[src/rtl/core/assert_macros.svh]
// Assertion macros of the decoder RTL, used by pcx_datapath.
// No dependencies; include by bare file name.
`ifndef ASSERT_MACROS_SVH
`define ASSERT_MACROS_SVH

// Same-cycle implication, disabled during reset.
`define PCX_ASSERT_IMP(lbl, clk, rst_n, ante, cons, msg) \
    lbl: assert property (@(posedge clk) disable iff (!rst_n) (ante) |-> (cons)) \
        else $error(msg);

// Next-cycle implication, disabled during reset.
`define PCX_ASSERT_NXT(lbl, clk, rst_n, ante, cons, msg) \
    lbl: assert property (@(posedge clk) disable iff (!rst_n) (ante) |=> (cons)) \
        else $error(msg);

`endif

[src/rtl/core/pcx_pkg.sv]
// Types and constants of the PCX run-length decoder.
// No dependencies; used by every RTL module and interface of the block.
`default_nettype none

package pcx_pkg;

    localparam int BYTE_W   = 8;
    localparam int DIM_W    = 13;
    localparam int STRIDE_W = 14;
    localparam int ADDR_W   = 24;
    localparam int RUN_W    = 6;
    localparam int IDX_W    = 1;

    localparam logic [BYTE_W-1:0] RUN_TAG  = 8'hC0;
    localparam logic [BYTE_W-1:0] RUN_MASK = 8'h3F;

    localparam logic [IDX_W-1:0] REG_IMAGE_WIDTH  = 1'b0;
    localparam logic [IDX_W-1:0] REG_IMAGE_HEIGHT = 1'b1;

    typedef struct packed {
        logic accept;
        logic emit;
    } pcx_cmd_t;

    typedef struct packed {
        logic start_run;
        logic slot_free;
        logic run_last;
    } pcx_status_t;

endpackage

`default_nettype wire

[src/rtl/core/pcx_code_if.sv]
// Channel of encoded code bytes.
// Depends on pcx_pkg.
`default_nettype none

interface pcx_code_if;
    import pcx_pkg::*;

    logic              valid;
    logic              ready;
    logic [BYTE_W-1:0] code_byte;

    modport source (output valid, output code_byte, input ready);
    modport sink   (input valid, input code_byte, output ready);
endinterface

`default_nettype wire

[src/rtl/core/pcx_pixel_if.sv]
// Channel of decoded pixel words.
// Depends on pcx_pkg.
`default_nettype none

interface pcx_pixel_if;
    import pcx_pkg::*;

    logic              valid;
    logic              ready;
    logic [BYTE_W-1:0] pixel_value;
    logic [ADDR_W-1:0] pixel_address;
    logic              run_last;
    logic              image_done;

    modport source (output valid, output pixel_value, output pixel_address,
                    output run_last, output image_done, input ready);
    modport sink   (input valid, input pixel_value, input pixel_address,
                    input run_last, input image_done, output ready);
endinterface

`default_nettype wire

[src/rtl/core/pcx_cfg_if.sv]
// Configuration write channel: register index and write data.
// Depends on pcx_pkg.
`default_nettype none

interface pcx_cfg_if;
    import pcx_pkg::*;

    logic             valid;
    logic             ready;
    logic [IDX_W-1:0] index;
    logic [DIM_W-1:0] data;

    modport source (output valid, output index, output data, input ready);
    modport sink   (input valid, input index, input data, output ready);
endinterface

`default_nettype wire

[src/rtl/core/pcx_rle_decoder.sv]
// A literal goes to the value register; the emit state then loads the output word register.
// A run marker sets n; its value byte starts a run of up to n pixels, cut short at a row end,
// one pixel per cycle from the emit sequencer, unless output stalls; no byte is taken mid-run.
// Reset: asynchronous, active low; position to row 0 column 0, width and height to 1.
// Files: pcx_rle_decoder top level; controller pcx_ctrl and datapath pcx_datapath.
// Depends on pcx_pkg, pcx_code_if, pcx_pixel_if, pcx_cfg_if.
`default_nettype none

module pcx_rle_decoder #(
    parameter int MAX_DIM   = 4096,
    parameter int ROW_ALIGN = 4
) (
    input  wire         clk,
    input  wire         rst_n,
    pcx_code_if.sink    code,
    pcx_pixel_if.source pixel,
    pcx_cfg_if.sink     cfg
);
    import pcx_pkg::*;

    pcx_cmd_t    cmd;
    pcx_status_t status;

    pcx_ctrl u_ctrl (
        .clk      (clk),
        .rst_n    (rst_n),
        .in_valid (code.valid),
        .in_ready (code.ready),
        .status   (status),
        .cmd      (cmd)
    );

    pcx_datapath #(
        .MAX_DIM   (MAX_DIM),
        .ROW_ALIGN (ROW_ALIGN)
    ) u_datapath (
        .clk       (clk),
        .rst_n     (rst_n),
        .code_byte (code.code_byte),
        .cmd       (cmd),
        .status    (status),
        .cfg       (cfg),
        .pixel     (pixel)
    );

endmodule

`default_nettype wire

[src/rtl/core/pcx_ctrl.sv]
// Controller of the decoder: accepts code bytes and sequences pixel output.
// Depends on pcx_pkg.
`default_nettype none

module pcx_ctrl (
    input  wire                  clk,
    input  wire                  rst_n,
    input  wire                  in_valid,
    output logic                 in_ready,
    input  pcx_pkg::pcx_status_t status,
    output pcx_pkg::pcx_cmd_t    cmd
);
    import pcx_pkg::*;

    typedef enum logic [1:0] {
        ST_IDLE = 2'b01,
        ST_EMIT = 2'b10
    } state_t;

    state_t state_reg;
    state_t state_next;

    always_comb
    begin
        cmd.accept = (state_reg == ST_IDLE) && in_valid;
        cmd.emit   = (state_reg == ST_EMIT) && status.slot_free;
        in_ready   = (state_reg == ST_IDLE);
        state_next = state_reg;
        case (state_reg)
            ST_IDLE:
            begin
                if (cmd.accept && status.start_run)
                begin
                    state_next = ST_EMIT;
                end
            end
            ST_EMIT:
            begin
                if (cmd.emit && status.run_last)
                begin
                    state_next = ST_IDLE;
                end
            end
            default:
            begin
                state_next = ST_IDLE;
            end
        endcase
    end

    always_ff @(posedge clk or negedge rst_n)
    begin
        if (!rst_n)
        begin
            state_reg <= ST_IDLE;
        end
        else
        begin
            state_reg <= state_next;
        end
    end

endmodule

`default_nettype wire

[src/rtl/core/pcx_datapath.sv]
// Datapath of the decoder: configuration, decode state, position and pixel output word.
// Depends on pcx_pkg, pcx_cfg_if, pcx_pixel_if and assert_macros.svh.
`default_nettype none

`include "assert_macros.svh"

module pcx_datapath #(
    parameter int MAX_DIM   = 4096,
    parameter int ROW_ALIGN = 4
) (
    input  wire                      clk,
    input  wire                      rst_n,
    input  wire [pcx_pkg::BYTE_W-1:0] code_byte,
    input  pcx_pkg::pcx_cmd_t        cmd,
    output pcx_pkg::pcx_status_t     status,
    pcx_cfg_if.sink                  cfg,
    pcx_pixel_if.source              pixel
);
    import pcx_pkg::*;

    localparam int DIM_MAX   = (1 << DIM_W) - 1;
    localparam int CLAMP_MAX = (MAX_DIM > DIM_MAX) ? DIM_MAX : MAX_DIM;
    localparam int RECIP_SH  = 17;
    localparam int RECIP     = ((1 << RECIP_SH) + ROW_ALIGN - 1) / ROW_ALIGN;
    localparam int PROD_W    = 32;

    logic [DIM_W-1:0]    width_reg,  width_next;
    logic [DIM_W-1:0]    height_reg, height_next;
    logic [STRIDE_W-1:0] stride_reg, stride_next;
    logic                await_reg,  await_next;
    logic [RUN_W-1:0]    count_reg,  count_next;
    logic [RUN_W-1:0]    rem_reg,    rem_next;
    logic [BYTE_W-1:0]   value_reg,  value_next;
    logic [DIM_W-1:0]    column_reg, column_next;
    logic [DIM_W-1:0]    row_reg,    row_next;
    logic [ADDR_W-1:0]   base_reg,   base_next;
    logic                ovalid_reg, ovalid_next;
    logic [BYTE_W-1:0]   opix_reg;
    logic [ADDR_W-1:0]   oaddr_reg;
    logic                olast_reg;
    logic                odone_reg;

    logic [DIM_W-1:0]    cfg_dim;
    logic [STRIDE_W-1:0] cfg_round;
    logic [PROD_W-1:0]   cfg_prod;
    logic [STRIDE_W-1:0] cfg_stride;
    logic                full;
    logic                marker;
    logic                row_end;
    logic                px_done;
    logic                px_last;
    logic [ADDR_W-1:0]   px_addr;

    always_comb
    begin
        if (cfg.data == '0)
        begin
            cfg_dim = DIM_W'(1);
        end
        else if ({1'b0, cfg.data} > (DIM_W + 1)'(CLAMP_MAX))
        begin
            cfg_dim = DIM_W'(CLAMP_MAX);
        end
        else
        begin
            cfg_dim = cfg.data;
        end
        cfg_round  = STRIDE_W'(cfg_dim) + STRIDE_W'(ROW_ALIGN - 1);
        cfg_prod   = PROD_W'(cfg_round) * PROD_W'(RECIP);
        cfg_stride = STRIDE_W'(cfg_prod[RECIP_SH +: STRIDE_W] * STRIDE_W'(ROW_ALIGN));
    end

    assign full    = (row_reg >= height_reg);
    assign marker  = ((code_byte & RUN_TAG) == RUN_TAG);
    assign row_end = ((STRIDE_W'(column_reg) + STRIDE_W'(1)) >= STRIDE_W'(width_reg));
    assign px_done = row_end && ((STRIDE_W'(row_reg) + STRIDE_W'(1)) >= STRIDE_W'(height_reg));
    assign px_last = (rem_reg == RUN_W'(1)) || row_end;
    assign px_addr = base_reg + ADDR_W'(column_reg);

    always_comb
    begin
        status.start_run = !full && (await_reg ? (count_reg != '0) : !marker);
        status.slot_free = !ovalid_reg || pixel.ready;
        status.run_last  = px_last;
    end

    always_comb
    begin
        width_next  = width_reg;
        height_next = height_reg;
        stride_next = stride_reg;
        await_next  = await_reg;
        count_next  = count_reg;
        rem_next    = rem_reg;
        value_next  = value_reg;
        column_next = column_reg;
        row_next    = row_reg;
        base_next   = base_reg;
        ovalid_next = ovalid_reg && !pixel.ready;

        if (cfg.valid)
        begin
            case (cfg.index)
                REG_IMAGE_WIDTH:
                begin
                    width_next  = cfg_dim;
                    stride_next = cfg_stride;
                end
                REG_IMAGE_HEIGHT:
                begin
                    height_next = cfg_dim;
                end
                default:
                begin
                    width_next = width_reg;
                end
            endcase
        end

        if (cmd.accept && !full)
        begin
            if (await_reg)
            begin
                await_next = 1'b0;
                count_next = '0;
                rem_next   = count_reg;
                value_next = code_byte;
            end
            else if (marker)
            begin
                await_next = 1'b1;
                count_next = RUN_W'(code_byte & RUN_MASK);
            end
            else
            begin
                rem_next   = RUN_W'(1);
                value_next = code_byte;
            end
        end

        if (cmd.emit)
        begin
            ovalid_next = 1'b1;
            rem_next    = rem_reg - RUN_W'(1);
            if (row_end)
            begin
                column_next = '0;
                row_next    = row_reg + DIM_W'(1);
                base_next   = base_reg + ADDR_W'(stride_reg);
            end
            else
            begin
                column_next = column_reg + DIM_W'(1);
            end
        end
    end

    always_ff @(posedge clk or negedge rst_n)
    begin
        if (!rst_n)
        begin
            width_reg  <= DIM_W'(1);
            height_reg <= DIM_W'(1);
            stride_reg <= STRIDE_W'(ROW_ALIGN);
            await_reg  <= 1'b0;
            count_reg  <= '0;
            rem_reg    <= '0;
            column_reg <= '0;
            row_reg    <= '0;
            base_reg   <= '0;
            ovalid_reg <= 1'b0;
        end
        else
        begin
            width_reg  <= width_next;
            height_reg <= height_next;
            stride_reg <= stride_next;
            await_reg  <= await_next;
            count_reg  <= count_next;
            rem_reg    <= rem_next;
            column_reg <= column_next;
            row_reg    <= row_next;
            base_reg   <= base_next;
            ovalid_reg <= ovalid_next;
        end
    end

    always_ff @(posedge clk)
    begin
        value_reg <= value_next;
        if (cmd.emit)
        begin
            opix_reg  <= value_reg;
            oaddr_reg <= px_addr;
            olast_reg <= px_last;
            odone_reg <= px_done;
        end
    end

    assign cfg.ready           = 1'b1;
    assign pixel.valid         = ovalid_reg;
    assign pixel.pixel_value   = opix_reg;
    assign pixel.pixel_address = oaddr_reg;
    assign pixel.run_last      = olast_reg;
    assign pixel.image_done    = odone_reg;

    `PCX_ASSERT_IMP(a_emit_has_rem, clk, rst_n, cmd.emit, rem_reg != '0, "emit with no pixels left")
    `PCX_ASSERT_NXT(a_start_loads_rem, clk, rst_n, cmd.accept && status.start_run, rem_reg != '0, "run started empty")
    `PCX_ASSERT_NXT(a_emit_fills_slot, clk, rst_n, cmd.emit, ovalid_reg, "emitted word lost")
    `PCX_ASSERT_NXT(a_more_left, clk, rst_n, cmd.emit && !px_last, rem_reg != '0, "run ended early")

endmodule

`default_nettype wire
[src/flat_wrapper.sv]
// flat-port wrapper written by rule: the top's interface ports become plain ports
module pcx_rle_decoder_flat import pcx_pkg::*;
#(
    parameter int MAX_DIM   = 4096,
    parameter int ROW_ALIGN = 4
)
  (clk, rst_n, code_valid, code_code_byte, code_ready, pixel_valid, pixel_pixel_value, pixel_pixel_address, pixel_run_last, pixel_image_done, pixel_ready, cfg_valid, cfg_index, cfg_data, cfg_ready);
  pcx_code_if code_i ();
  pcx_pixel_if pixel_i ();
  pcx_cfg_if cfg_i ();
  input  wire clk;
  input  wire rst_n;
  input wire logic [$bits(code_i.valid)-1:0] code_valid;
  input wire logic [$bits(code_i.code_byte)-1:0] code_code_byte;
  output wire logic [$bits(code_i.ready)-1:0] code_ready;
  output wire logic [$bits(pixel_i.valid)-1:0] pixel_valid;
  output wire logic [$bits(pixel_i.pixel_value)-1:0] pixel_pixel_value;
  output wire logic [$bits(pixel_i.pixel_address)-1:0] pixel_pixel_address;
  output wire logic [$bits(pixel_i.run_last)-1:0] pixel_run_last;
  output wire logic [$bits(pixel_i.image_done)-1:0] pixel_image_done;
  input wire logic [$bits(pixel_i.ready)-1:0] pixel_ready;
  input wire logic [$bits(cfg_i.valid)-1:0] cfg_valid;
  input wire logic [$bits(cfg_i.index)-1:0] cfg_index;
  input wire logic [$bits(cfg_i.data)-1:0] cfg_data;
  output wire logic [$bits(cfg_i.ready)-1:0] cfg_ready;
  assign code_i.valid = code_valid;
  assign code_i.code_byte = code_code_byte;
  assign code_ready = code_i.ready;
  assign pixel_valid = pixel_i.valid;
  assign pixel_pixel_value = pixel_i.pixel_value;
  assign pixel_pixel_address = pixel_i.pixel_address;
  assign pixel_run_last = pixel_i.run_last;
  assign pixel_image_done = pixel_i.image_done;
  assign pixel_i.ready = pixel_ready;
  assign cfg_i.valid = cfg_valid;
  assign cfg_i.index = cfg_index;
  assign cfg_i.data = cfg_data;
  assign cfg_ready = cfg_i.ready;
  pcx_rle_decoder #(.MAX_DIM(MAX_DIM), .ROW_ALIGN(ROW_ALIGN)) u_core (.clk(clk), .rst_n(rst_n), .code(code_i), .pixel(pixel_i), .cfg(cfg_i));
endmodule
[config.mk]
export PLATFORM = sky130hd
export DESIGN_NAME = pcx_rle_decoder_flat
export DESIGN_NICKNAME = d
export VERILOG_FILES = /design/src/rtl/core/pcx_pkg.sv /design/src/rtl/core/pcx_code_if.sv /design/src/rtl/core/pcx_pixel_if.sv /design/src/rtl/core/pcx_cfg_if.sv /design/src/rtl/core/pcx_rle_decoder.sv /design/src/rtl/core/pcx_ctrl.sv /design/src/rtl/core/pcx_datapath.sv /design/src/flat_wrapper.sv
export VERILOG_INCLUDE_DIRS = /design/src /design/src/rtl/core
export SDC_FILE = /design/constraint.sdc
export NUM_CORES = 1
export LEC_CHECK = 0
export BUFFER_PORTS_ARGS = -buffer_cell sky130_fd_sc_hd__buf_2
export CAP_MARGIN = 20
export CORE_MARGIN = 5
export CORE_UTILIZATION = 61
export CTS_BUF_LIST = sky130_fd_sc_hd__clkbuf_16
export DETAILED_ROUTE_END_ITERATION = 12
export HOLD_SLACK_MARGIN = 0.08
export PLACE_DENSITY_LB_ADDON = 0.2
export SKIP_LAST_GASP = 1
export SLEW_MARGIN = 15
export SYNTH_ARGS = -nofsm -noshare
export SYNTH_HDL_FRONTEND = slang
export SYNTH_HIERARCHICAL = 1
export SYNTH_SLANG_ARGS = --single-unit
export TNS_END_PERCENT = 50
[constraint.sdc]
create_clock -name clk -period 4.5 [get_ports clk]
set_input_delay 0.9 -clock clk [delete_from_list [all_inputs] [get_ports clk]]
set_output_delay 0.9 -clock clk [all_outputs]
set_load 0.01 [all_outputs]
## After elaboration in Yosys (flattened, before gate mapping)

Cells that the tools add are included.
W data, S select, Z words.

- Flip-flop bits (word level): 146
- Bits of input ports: 27
- Output and inout port bits: 37
- Word-level logic and storage cells: 80

- $add $sub $neg: 8
- $lt $le $gt $ge: 4
- Eq/ne operators: 8
- Mux-type cells: 18
- Bitwise logic cells: 1
- Reduce and logical (&&, ||, !) cells: 25

Operators with widths:

| cell | number |
|---|---|
| $mux W13 | 3 |
| $mux W6 | 6 |
| $add A13 B1 Y14 const B | 2 |
| $ge A14 B13 Y1 | 2 |
| $add A13 B1 Y13 const B | 2 |
| $add A24 B13 Y24 | 1 |
| $add A24 B14 Y24 | 1 |
| $mux W8 | 2 |
| $add A13 B2 Y14 const B | 1 |
| $reduce_and A2 Y1 | 7 |
| $ge A13 B13 Y1 | 1 |
| $gt A13 B13 Y1 const B | 1 |
| $logic_not A13 Y1 | 1 |
| $logic_and A1 B1 Y1 | 8 |
| $eq A6 B1 Y1 const B | 1 |
| $reduce_bool A6 Y1 | 1 |
| $sub A6 B1 Y6 const B | 1 |
| $eq A2 B2 Y1 const B | 2 |
| $logic_not A1 Y1 | 4 |
| $mux W1 | 4 |
| $mux W2 | 2 |
| $ne A2 B1 Y1 const B | 2 |
| $pmux W2 S2 | 1 |
| $reduce_bool A2 Y1 | 2 |
| other kinds (5) | 6 |

## Depth between registers and ports, before layout

Gate-level depths: netlist of run 1.

- Depth in word-level cells: 7
- Mapped depth: 16
- Mapped depth without buffers: 13

## By module

Netlist of run 1, hierarchy kept.

By module, submodules not included:

| module | instances | cells an instance | area an instance (µm²) |
|---|---|---|---|
| pcx_datapath | 1 | 811 | 8299.2 |
| pcx_ctrl | 1 | 8 | 106.4 |

## Worst setup path after synthesis of run 1

No wires, ideal clock.

- Path type: reg2reg
- Start point: reg u_core.u_datapath.column_reg[3]
- End point: reg u_core.u_ctrl.state_reg[1]
- Data arrival time: 3.179 ns
- Slack: 1.254 ns
- Cell stages (with the launch flop): 17
- Buffers on the path: 3
- Period minus slack after synthesis: 3.246 ns
- Cell sequence: dfrtp_1 > nand3_2 > nor3_4 > nand2_1 > nor2_1 > xor2_1 > ha_1 > a21o_1 > a21o_1 > a221oi_2 > and2_1 > buf_6 > clkbuf_1 > o41ai_1 > buf_4 > a21oi_1 > a32o_1

- Word-level cells in the longest chain between the ends: 6

RTL lines:

| element | line | text |
|---|---|---|
| from (decl) | pcx_datapath.sv:34 | `logic [DIM_W-1:0] column_reg, column_next;` |
| from (signal assigned) | pcx_datapath.sv:181 | `column_reg <= column_next;` |
| $add A13 B1 Y14 | pcx_datapath.sv:75 | `assign row_end = ((STRIDE_W'(column_reg) + STRIDE_W'(1)) >= STRIDE_W'(width_reg));` |
| $ge A14 B13 Y1 | pcx_datapath.sv:75 |  |
| $logic_or A1 B1 Y1 | pcx_datapath.sv:77 | `assign px_last = (rem_reg == RUN_W'(1)) \|\| row_end;` |
| via u_core.u_datapath.px_last | pcx_datapath.sv:51 | `logic px_last;` |
| $logic_and A1 B1 Y1 | pcx_ctrl.sv:39 | `if (cmd.emit && status.run_last)` |
| $ne A2 B1 Y1 (no source line) | n/a |  |
| $reduce_and A2 Y1 (no source line) | n/a |  |
| to (signal assigned) | pcx_ctrl.sv:59 | `state_reg <= state_next;` |
| to (decl) | pcx_ctrl.sv:20 | `state_t state_reg;` |

The timed path passes the listed nets, and every way through them passes these cells.
A chain may end at the register's enable or synchronous reset.

==> results of run 1 <==
## layout make-up
| type | instances | area [um^2] |
|---|---|---|
| Clock buffer | 17 | 425.4 |
| Clock inverter | 14 | 151.4 |
| Fill cell | 1006 | 3933 |
| Inverter | 48 | 180.2 |
| Multi-Input combinational cell | 600 | 4287 |
| Sequential cell | 144 | 3819 |
| Tap cell | 176 | 220.2 |
| Timing Repair Buffer | 69 | 385.4 |
## worst max-delay path, stage by stage (launching register included)
cell	delay, ns
dfrtp_1	0.51
nand3_2	0.17
nor3_4	0.23
nand2_1	0.16
nor2_1	0.17
xor2_1	0.21
ha_1	0.27
a21o_1	0.18
a21o_1	0.18
a221oi_2	0.31
and2_1	0.63
o41ai_1	0.24
a21oi_1	0.23
a32o_1	0.14
## per-stage QoR
step	worst slack, ns	total power, mW	std cells	cell area (um^2)
after CTS	0.8119	4.830	1067	9440
after global routing	0.4708	5.123	1068	9468
after global placement	0.9921	3.340	1036	8864
after floorplan	1.254	3.008	819	8406
final	0.8083	4.823	1068	9468
after detailed placement	0.8341	3.434	1036	8864
## layout by cell type, fill, tap and decap left out, types with 9 or more instances in the layout
master	count
nand4_1	12
nand2_1	92
nor3_1	12
nand3_1	20
xor2_1	25
clkbuf_16	17
inv_1	49
mux2_2	15
dfrtp_1	98
xnor2_1	58
a31oi_1	9
a21o_1	11
nor2_1	33
ha_1	67
o21ai_0	63
nand2b_1	30
edfxtp_1	42
a21oi_1	32
buf_2	61
## final timing paths
kind	from	endpoint	slack [ns]	cells after the start
max in group asynchronous	rst_n	u_core/u_datapath/width_reg[0]	3.50	2
setup reg to reg	u_core/u_datapath/column_reg[3]	u_core/u_ctrl/state_reg[1]	0.81	13
hold / removal	rst_n	u_core/u_datapath/base_reg[18]	0.35	1
min in group clk	u_core/u_datapath/value_reg[1]	u_core/u_datapath/pixel.pixel_value[1]	0.42	0
setup / recovery	u_core/u_datapath/column_reg[3]	u_core/u_ctrl/state_reg[1]	0.81	13
hold reg to reg	u_core/u_datapath/value_reg[1]	u_core/u_datapath/pixel.pixel_value[1]	0.42	0
## metal layers
| metal | up-vias | global-route usage (%) |
|---|---|---|
| li1 | 3045 | - |
| met1 | 3020 | 29.77 |
| met2 | 190 | 38.25 |
| met3 | 46 | 4.758 |
| met4 | 0 | 8.833 |
| met5 | - | 0 |
## power by group through the flow
stage,combinational [mW],sequential (mW),clock (mW)
after floorplan,1.15,1.86,0
final,1.53,1.90,1.39
after detailed placement,1.51,1.92,0
after global placement,1.43,1.91,0
after CTS,1.53,1.90,1.41
after global routing,1.72,1.93,1.47
## cell families after synthesis
kind of cell / after synthesis / share of synthesized area, %
AO/OA/AOI/OAI: 174 / 13.38
other: 1 / 0.04461
multiplexers: 15 / 2.010
buffers and inverters: 75 / 3.617
AND/OR/NAND/NOR: 256 / 16.03
flip-flops: 144 / 45.43
adder cells (fa/ha/maj): 69 / 10.45
XOR/XNOR: 85 / 9.035
==> qor.csv, run 1 <==
metric,value,unit
leakagePower,4.239,nW
max_slew.worst_pin.slew,0.8496,ns
holdWs,0.3500,ns
clk_pin_slew,0.06,ns
clkPwrFrac,28.8,%
fin_crit_sh,82.04,%
post-cts-setup-buffers,0,
htreeDepth,4,
port-buffer-count,62,
worstPathRequired,4.86,ns
drt-met1-wl,7.798,mm
place.gp.congestion,0.9388,
cts_tree,done,
clk_path_buf_depth,2,
clkLatencyLatePin,0.43,ns
synth-edff-count,42,
drt-total-wl,17.77,mm
ys_warn_count,6,
die_x,127.4,um
pin_count,64,
drt_first_pass_iters,5,
via_count,6301,
viasPerCell,5.900,
synth_area,8406,um^2
final_util,70.65,%
crit_path_end_kind,register,
ir_worst_vdd,0.2789,mV
synthTopCellsByCount,"98 x dfrtp_1, 92 x nand2_1, 67 x ha_1",
switchingPower,1.649,mW
critPathMaxFanout,19,
synth.most_common_cell,dfrtp_1,
syn_to_final_growth,12.64,%
syn-num-nets,915,
syn_area_per_cell,10.26,um^2
synthTopCellsByArea,"dfrtp_1 29%, edfxtp_1 15%, ha_1 10%, xnor2_1 6.0%, nand2_1 4.1%",
antenna_found_initial,0,
synth.top_cell.area_share,29.18,%
status,finished clean,
dp.final_hpwl,13.09,mm
p_seq_share,39.4,%
start_util,62.73,%
grt_util_all_layers,23.03,%
crit_arrival,4.06,ns
syn_inst,819,
die_area,16230,um^2
core_area,13400,um^2
drt_drc_violations_left,0,
ys_types,79,
met3WireLength,947,um
setup_viol,0,
numCtsBuffers,17,
cts_num_sinks,144,
min_period,3.692,ns
cts_root_buf,clkbuf_16,
synth_ff_type,dfrtp_1,
num_rows,42,
grt_pass1_wl,30.02,mm
hold_viol,0,
synth_area_leader_cell,dfrtp_1,
first_global_vias,6278,
fin_tns_setup,0,ns
combPwrFrac,31.7,%
fmax,0.2709,GHz
grt.overflow.total,0,
startpoint_type,register,
cts_resized,0,
hold_path_class,in2async,
rsz0062_at_grt,no,
async_reset_ff_share,70.83,%
seq_area_frac_synth,45.43,%
intPower,3.174,mW
ant_nets,0,
slew_headroom,43.36,%
fin_skew,0.005617,ns
nets,976,
synth_seq_cells,144,
cap_violations,0,
slew_violations,0,
drive_gt1_share,15.36,%
largest_reg_flops,24,
die_h,127.4,um
wl_met2,8.608,mm
p_sw_share,34.19,%
antenna_cells,0,
grt_max_degree,79,
power.density,509.4,nW/um^2
drtIter0Drc,408,
highest_layer,met4,
cts_hold_buf,0,
routedWlPerCell,16.64,um
crit_type,reg2reg,
Power figures use the tool's default switching activity.
==> inputs of run 2 (changes only) <==
==> constraint.sdc (replaced) <==
create_clock -name clk -period 3.5 [get_ports clk]
set_input_delay 0.7 -clock clk [delete_from_list [all_inputs] [get_ports clk]]
set_output_delay 0.7 -clock clk [all_outputs]
set_load 0.01 [all_outputs]
==> run 2 against run 1 <==
  * Non-clock buffer count increased by 1
  * Critical endpoint is now u_core/u_datapath/base_reg[17]
  * Count of clock-buffer cells in the layout unchanged
  * Largest cell class unchanged
  * Clock skew about the same
==> qor.csv, run 2 (same netlist as run 1, synthesis figures left out) <==
metric,value,unit,change
status,finished clean,,unchanged
antenna_found_initial,0,,unchanged
drtIter0Drc,489,,was 408
syn_to_final_growth,13.17,%,was 12.64%
cts_tree,done,,unchanged
ir_worst_vdd,0.4268,mV,was 0.2789 mV
port-buffer-count,62,,unchanged
clkLatencyLatePin,0.43,ns,about the same
post-place-cells,1038,,was 1036
grt.busiest_layer,met2,,unchanged
drt-total-wl,18.86,mm,was 17.77 mm
start_util,62.73,%,unchanged
drt_drc_violations_left,0,,unchanged
cts_root_buf,clkbuf_16,,unchanged
setup_ws,0.2284,ns,was 0.8083 ns
antenna_cells,0,,unchanged
path_buf_inv,1,,was 0
num_rows,42,,unchanged
crit_chain,"ha_2, and4_1, nand2b_1, nor2_1, xnor2_1, ha_1, and3_1, nor4b_2, o21ai_1, a21oi_2, buf_4, and4bb_2, xor2_1",,"was nand3_2, nor3_4, nand2_1, nor2_1, xor2_1, ha_1, a21o_1, a21o_1, a221oi_2, and2_1, o41ai_1, a21oi_1, a32o_1"
dp_slack,0.06791,ns,was 0.8341 ns
clk_path_buf_depth,2,,unchanged
place.gp.congestion,0.9507,,was 0.9388
max_slew.worst_pin.slew,0.8327,ns,was 0.8496 ns
fin_crit_sh,93.47,%,was 82.04%
hold_path_class,in2async,,unchanged
core_area,13400,um^2,unchanged
drt_first_pass_iters,8,,was 5
rsz0062_at_grt,no,,unchanged
ant_nets,0,,unchanged
grt.overflow.total,0,,unchanged
clk_pin_slew,0.06,ns,about the same
setup_viol,0,,unchanged
rrSetupSlack,0.23,ns,was 0.81 ns
slew_violations,0,,unchanged
fin_tns_setup,0,ns,unchanged
met2_usage,41.22,%,was 38.25%
cpPeakStageDelay,0.42,ns,was 0.63 ns
cts_hold_buf,0,,unchanged
grt_util_all_layers,24.16,%,was 23.03%
crit_family,simple AND/OR/NAND/NOR gates,,unchanged
grt_max_degree,61,,was 79
crit_path_end_kind,register,,unchanged
layout.cells.non_filler,1070,,was 1068
htreeDepth,4,,unchanged
largest_reg_flops,24,,unchanged
p_total,6.314,mW,was 4.823 mW
critPathMaxFanout,19,,unchanged
slew_headroom,44.48,%,was 43.36%
drive_gt1_share,16.67,%,was 15.36%
die_area,16230,um^2,unchanged
final_common_cell,dfrtp_1,,unchanged
power.density,663.7,nW/um^2,was 509.4 nW/um^2
hold_viol,0,,unchanged
final_util,70.99,%,was 70.65%
layout_common_cells,"95 x dfrtp_1, 92 x nand2_1, 66 x ha_1",,"was 98 x dfrtp_1, 92 x nand2_1, 67 x ha_1"
worstPathRequired,3.85,ns,was 4.86 ns
routedWlPerCell,17.63,um,was 16.64 um
dp.final_hpwl,13.58,mm,was 13.09 mm
viasPerCell,5.970,,was 5.900
use_met3,5.134,%,was 4.758%
min_period,3.272,ns,was 3.692 ns
grt_pass1_wl,31.37,mm,was 30.02 mm
first_global_vias,6530,,was 6278
via_count,6388,,was 6301
leakagePower,4.243,nW,was 4.239 nW
die_x,127.4,um,unchanged
numCtsBuffers,17,,unchanged
cts_num_sinks,144,,unchanged
fin_skew,0.005665,ns,was 0.005617 ns
pin_count,64,,unchanged
crit_type,reg2reg,,unchanged
fmax,0.3057,GHz,was 0.2709 GHz
cap_violations,0,,unchanged
nets,977,,was 976
die_h,127.4,um,unchanged
startpoint_type,register,,unchanged
crit_arrival,3.63,ns,was 4.06 ns
grtUsageMet1,29.86,%,was 29.77%
crit_slowest_cell,dfrtp_1,,was and2_1
==> run 2: cell count changes in the layout (fill, tap and decap cells not counted), moves of 2 or more <==
cell / before / now
clkinv_4: 2 / 6
clkinv_1: 4 / 1
dfrtp_1: 98 / 95
dfrtp_2: 0 / 3
inv_1: 49 / 47
inv_6: 0 / 2
==> run 2: layer usage <==
layer	wire length, um	share of wire (%)	vias to the layer above
li1	-	-	3046
met1	8099	43	3088
met2	9392	50	200
met3	874	4.6	54
met4	491	2.6	0
met5	0	0	-
==> run 2: area by class of cell <==
| type | instances | area (um^2) |
|---|---|---|
| sequential | 144 | 3822 |
| clock inverter | 15 | 187.7 |
| clock buffer | 17 | 425.4 |
| fill | 977 | 3887 |
| timing repair buffer | 70 | 385.4 |
| inverter | 48 | 180.2 |
| tap | 176 | 220.2 |
| multi-input combinational | 600 | 4292 |
==> run 2: stage by stage <==
stage                     instance area (um^2)  hold WS (ns)
final                                     9513        0.2606
after global routing                      9513        0.2944
after CTS                                 9504        0.2765
after detailed placement                  8891        0.4075
after global placement                    8891        0.4015
after floorplan                           8406        0.4003
==> run 2: final timing paths <==
check | from | to | depth (start not counted)
worst max register to register | u_core/u_datapath/column_reg[1] | u_core/u_datapath/base_reg[17] | 13
worst max-delay path | u_core/u_datapath/column_reg[1] | u_core/u_datapath/base_reg[17] | 13
worst min-delay path | rst_n | u_core/u_datapath/base_reg[18] | 1
worst min register to register | u_core/u_datapath/value_reg[4] | u_core/u_datapath/pixel.pixel_value[4] | 0
min in group clk | u_core/u_datapath/value_reg[4] | u_core/u_datapath/pixel.pixel_value[4] | 0
max in group asynchronous | rst_n | u_core/u_datapath/height_reg[0] | 2
==> run 2: power breakdown <==
group | switching (mW) | internal, mW | total (mW)
logic | 1.12 | 0.876 | 2.00
clock network | 0.737 | 1.13 | 1.86
registers | 0.322 | 2.13 | 2.45
==> run 2: repair_timing <==
item,CTS,global route
setup buffers,0,0
endpoints found under the hold margin,0,0
gates resized for setup,0,6
setup endpoints to repair,0,16
==> inputs of run 3 (changes only) <==
--- a/config.mk
+++ b/config.mk
@@ -8,8 +8,10 @@
 export LEC_CHECK = 0
 export BUFFER_PORTS_ARGS = -buffer_cell sky130_fd_sc_hd__buf_2
 export CAP_MARGIN = 20
+export CELL_PAD_IN_SITES_DETAIL_PLACEMENT = 1
+export CELL_PAD_IN_SITES_GLOBAL_PLACEMENT = 1
 export CORE_MARGIN = 5
-export CORE_UTILIZATION = 61
+export CORE_UTILIZATION = 48
 export CTS_BUF_LIST = sky130_fd_sc_hd__clkbuf_16
 export DETAILED_ROUTE_END_ITERATION = 12
 export HOLD_SLACK_MARGIN = 0.08
@@ -18,6 +20,5 @@
 export SLEW_MARGIN = 15
 export SYNTH_ARGS = -nofsm -noshare
 export SYNTH_HDL_FRONTEND = slang
-export SYNTH_HIERARCHICAL = 1
 export SYNTH_SLANG_ARGS = --single-unit
 export TNS_END_PERCENT = 50
==> run 3 against run 2 <==
  * Final area up 1.5%
  * Die area up 25%
  * Count of clock-buffer cells in the layout unchanged
==> qor.csv, run 3 <==
metric,value,unit,change
status,finished clean,,unchanged
core_area,17300,um^2,was 13400 um^2
viasPerCell,5.768,,was 5.970
first_global_vias,7001,,was 6530
r2r_cells,14,,was 13
worstPathRequired,3.81,ns,was 3.85 ns
holdWs,0.3049,ns,was 0.2606 ns
num_rows,48,,was 42
worstReg2RegStart,u_core.u_datapath.column_reg[0],,was u_core/u_datapath/column_reg[1]
grt_util_all_layers,22.26,%,was 24.16%
drt_drc_violations_left,0,,unchanged
layout_common_cells,"98 x dfrtp_1, 90 x nand2_1, 65 x ha_1",,"was 95 x dfrtp_1, 92 x nand2_1, 66 x ha_1"
r2r-end,u_core.u_datapath.base_reg[10],,was u_core/u_datapath/base_reg[17]
nets,985,,was 977
cts_num_sinks,144,,unchanged
async_reset_ff_share,70.83,%,unchanged
drtIter0Drc,308,,was 489
fin_skew,0.008413,ns,was 0.005665 ns
crit_arrival,3.65,ns,was 3.63 ns
cap_violations,0,,unchanged
fin_tns_setup,0,ns,unchanged
ys_types,70,,was 79
via_count,6506,,was 6388
numCtsBuffers,17,,unchanged
drt_first_pass_iters,4,,was 8
synth.most_common_cell,dfrtp_1,,unchanged
start_util,48.75,%,was 62.73%
die_x,142.5,um,was 127.4 um
fin_crit_sh,95.54,%,was 93.47%
fmax,0.2990,GHz,was 0.3057 GHz
htreeDepth,4,,unchanged
dp.final_hpwl,16.00,mm,was 13.58 mm
ir_worst_vdd,0.3534,mV,was 0.4268 mV
synth_ff_type,dfrtp_1,,unchanged
slew_headroom,44.91,%,was 44.48%
die_area,20320,um^2,was 16230 um^2
hold_viol,0,,unchanged
port-buffer-count,62,,unchanged
routedWlPerCell,19.37,um,was 17.63 um
final_common_cell,dfrtp_1,,unchanged
synth-edff-count,42,,unchanged
synthTopCellsByArea,"dfrtp_1 29%, edfxtp_1 15%, ha_1 9.8%, xnor2_1 4.7%, nand2_1 4.0%",,"was dfrtp_1 29%, edfxtp_1 15%, ha_1 10%, xnor2_1 6.0%, nand2_1 4.1%"
clk_path_buf_depth,2,,unchanged
cts_root_buf,clkbuf_16,,unchanged
power.density,473.7,nW/um^2,was 663.7 nW/um^2
startpoint_type,register,,unchanged
crit_type,reg2reg,,unchanged
grt.overflow.total,0,,unchanged
syn-num-nets,915,,unchanged
synthTopCellsByCount,"98 x dfrtp_1, 90 x nand2_1, 66 x ha_1",,"was 98 x dfrtp_1, 92 x nand2_1, 67 x ha_1"
clkLatencyLatePin,0.43,ns,about the same
drt-total-wl,21.85,mm,was 18.86 mm
hold_path_class,in2async,,unchanged
antenna_cells,0,,unchanged
ant_nets,0,,unchanged
ys_warn_count,0,,was 6
cts_tree,done,,unchanged
pin_count,64,,unchanged
slew_violations,0,,unchanged
setup_viol,0,,unchanged
min_period,3.344,ns,was 3.272 ns
syn_area_per_cell,10.28,um^2,was 10.26 um^2
synth_seq_cells,144,,unchanged
synth.top_cell.area_share,29.08,%,was 29.18%
rrSetupSlack,0.16,ns,was 0.23 ns
seq_area_frac_synth,45.29,%,was 45.43%
synth_area_leader_cell,dfrtp_1,,unchanged
drive_gt1_share,16.61,%,was 16.67%
cts_hold_buf,0,,unchanged
syn_inst,820,,was 819
max_slew.worst_pin.slew,0.8174,ns,was 0.8327 ns
fillers,1948,,was 977
largest_reg_flops,24,,unchanged
antenna_found_initial,0,,unchanged
synth_area,8432,um^2,was 8406 um^2
leakagePower,4.305,nW,was 4.243 nW
grt_pass1_wl,36.04,mm,was 31.37 mm
crit_path_end_kind,register,,unchanged
critPathMaxFanout,13,,was 19
place.gp.congestion,0.8724,,was 0.9507
die_h,142.5,um,was 127.4 um
syn_to_final_growth,14.54,%,was 13.17%
clk_pin_slew,0.06,ns,about the same
grt_max_degree,53,,was 61
## run 3: cell count changes in the layout (fill, tap and decap cells not counted), sizes merged, moves of 5 or more
cell,delta
o21ai,-9
nand2b,-11
buf,+9
nand3,+12
a31oi,-5
nor4,+5
xnor2,-15
a22o,+9
xor2,+9
and3,+7
o21a,+5
## run 3: stage by stage
stage	power (mW)	instances	area, um^2	util, %	worst slack, ns
floorplan	2.526	820	8432	-	0.1736
global placement	2.740	1092	9000	52.03	0.2262
detailed placement	2.799	1092	9000	52.03	-0.04243
CTS	4.598	1126	9603	55.52	-0.04039
global route	4.797	1128	9658	55.84	-0.04835
finish	4.575	1128	9658	55.84	0.1561
## run 3: cell type report
cell class	instances	area (um^2)	area share, %
clock buffers	17	425.4	4.405
clock inverters	15	150.1	1.555
inverters	45	168.9	1.749
multi-input cells	603	4349	45.03
flip-flops and latches	144	3819	39.54
well taps	225	281.5	2.915
repair buffers	79	464.2	4.806
## run 3: kinds of logic after synthesis
| logic type | count (synthesis) | synth area share (%) |
|---|---|---|
| XOR/XNOR | 79 | 8.206 |
| buffers and inverters | 73 | 3.472 |
| flip-flops | 144 | 45.29 |
| multiplexers | 18 | 2.389 |
| AO/OA/AOI/OAI | 179 | 14.44 |
| AND/OR/NAND/NOR | 258 | 15.89 |
| adder cells (fa/ha/maj) | 68 | 10.27 |
| other | 1 | 0.04447 |
## run 3: worst max path at each step
| stage | startpoint | end | slack, ns | cells past startpoint |
|---|---|---|---|---|
| 3_5_place_dp | u_core.u_datapath.column_reg[1] | u_core.u_datapath.base_reg[2] | -0.04 | 12 |
| 6_report | u_core.u_datapath.column_reg[0] | u_core.u_datapath.base_reg[10] | 0.16 | 14 |
| 3_3_place_gp | u_core.u_datapath.column_reg[1] | u_core.u_datapath.base_reg[22] | 0.23 | 14 |
| 4_1_cts | u_core.u_datapath.column_reg[1] | u_core.u_datapath.base_reg[22] | -0.04 | 14 |
| 5_1_grt | u_core.u_datapath.column_reg[0] | u_core.u_datapath.base_reg[12] | -0.05 | 14 |
| 2_1_floorplan | u_core.u_datapath.column_reg[0] | u_core.u_datapath.base_reg[10] | 0.17 | 14 |
## run 3: what timing repair did
item,CTS,global route
buffers inserted,2,1
pin swaps,1,1
gates resized for setup,0,8
endpoints found under the setup margin,20,52
endpoints found under the hold margin,0,0
## run 3: critical path: stages, from the launching register on
cell      delay (ns)
dfrtp_1         0.37
ha_2            0.22
and3_2          0.24
nand3_4         0.12
nor2_4          0.16
nand3_2         0.13
xnor2_1         0.17
ha_1            0.32
a21oi_1         0.16
nand2_1         0.07
a211o_1         0.33
a221oi_4        0.36
nor2_4          0.08
buf_12          0.16
mux2_1          0.31
## run 3: metal layers
layer / track usage (%) / part of all wire, % / up-vias
met2: 38.43 / 51 / 105
met5: 0 / 0 / -
met4: 7.404 / 2.0 / 0
met3: 3.394 / 2.9 / 34
li1: - / - / 3096
met1: 28.66 / 44 / 3271
## run 3: where the power goes
group	switching, mW	total (mW)	internal, mW	leakage, nW
Sequential	0.145	2.04	1.89	1.66
Clock	0.784	1.78	0.999	0.275
Combinational	0.441	0.756	0.314	2.37
Total	1.37	4.58	3.21	4.30
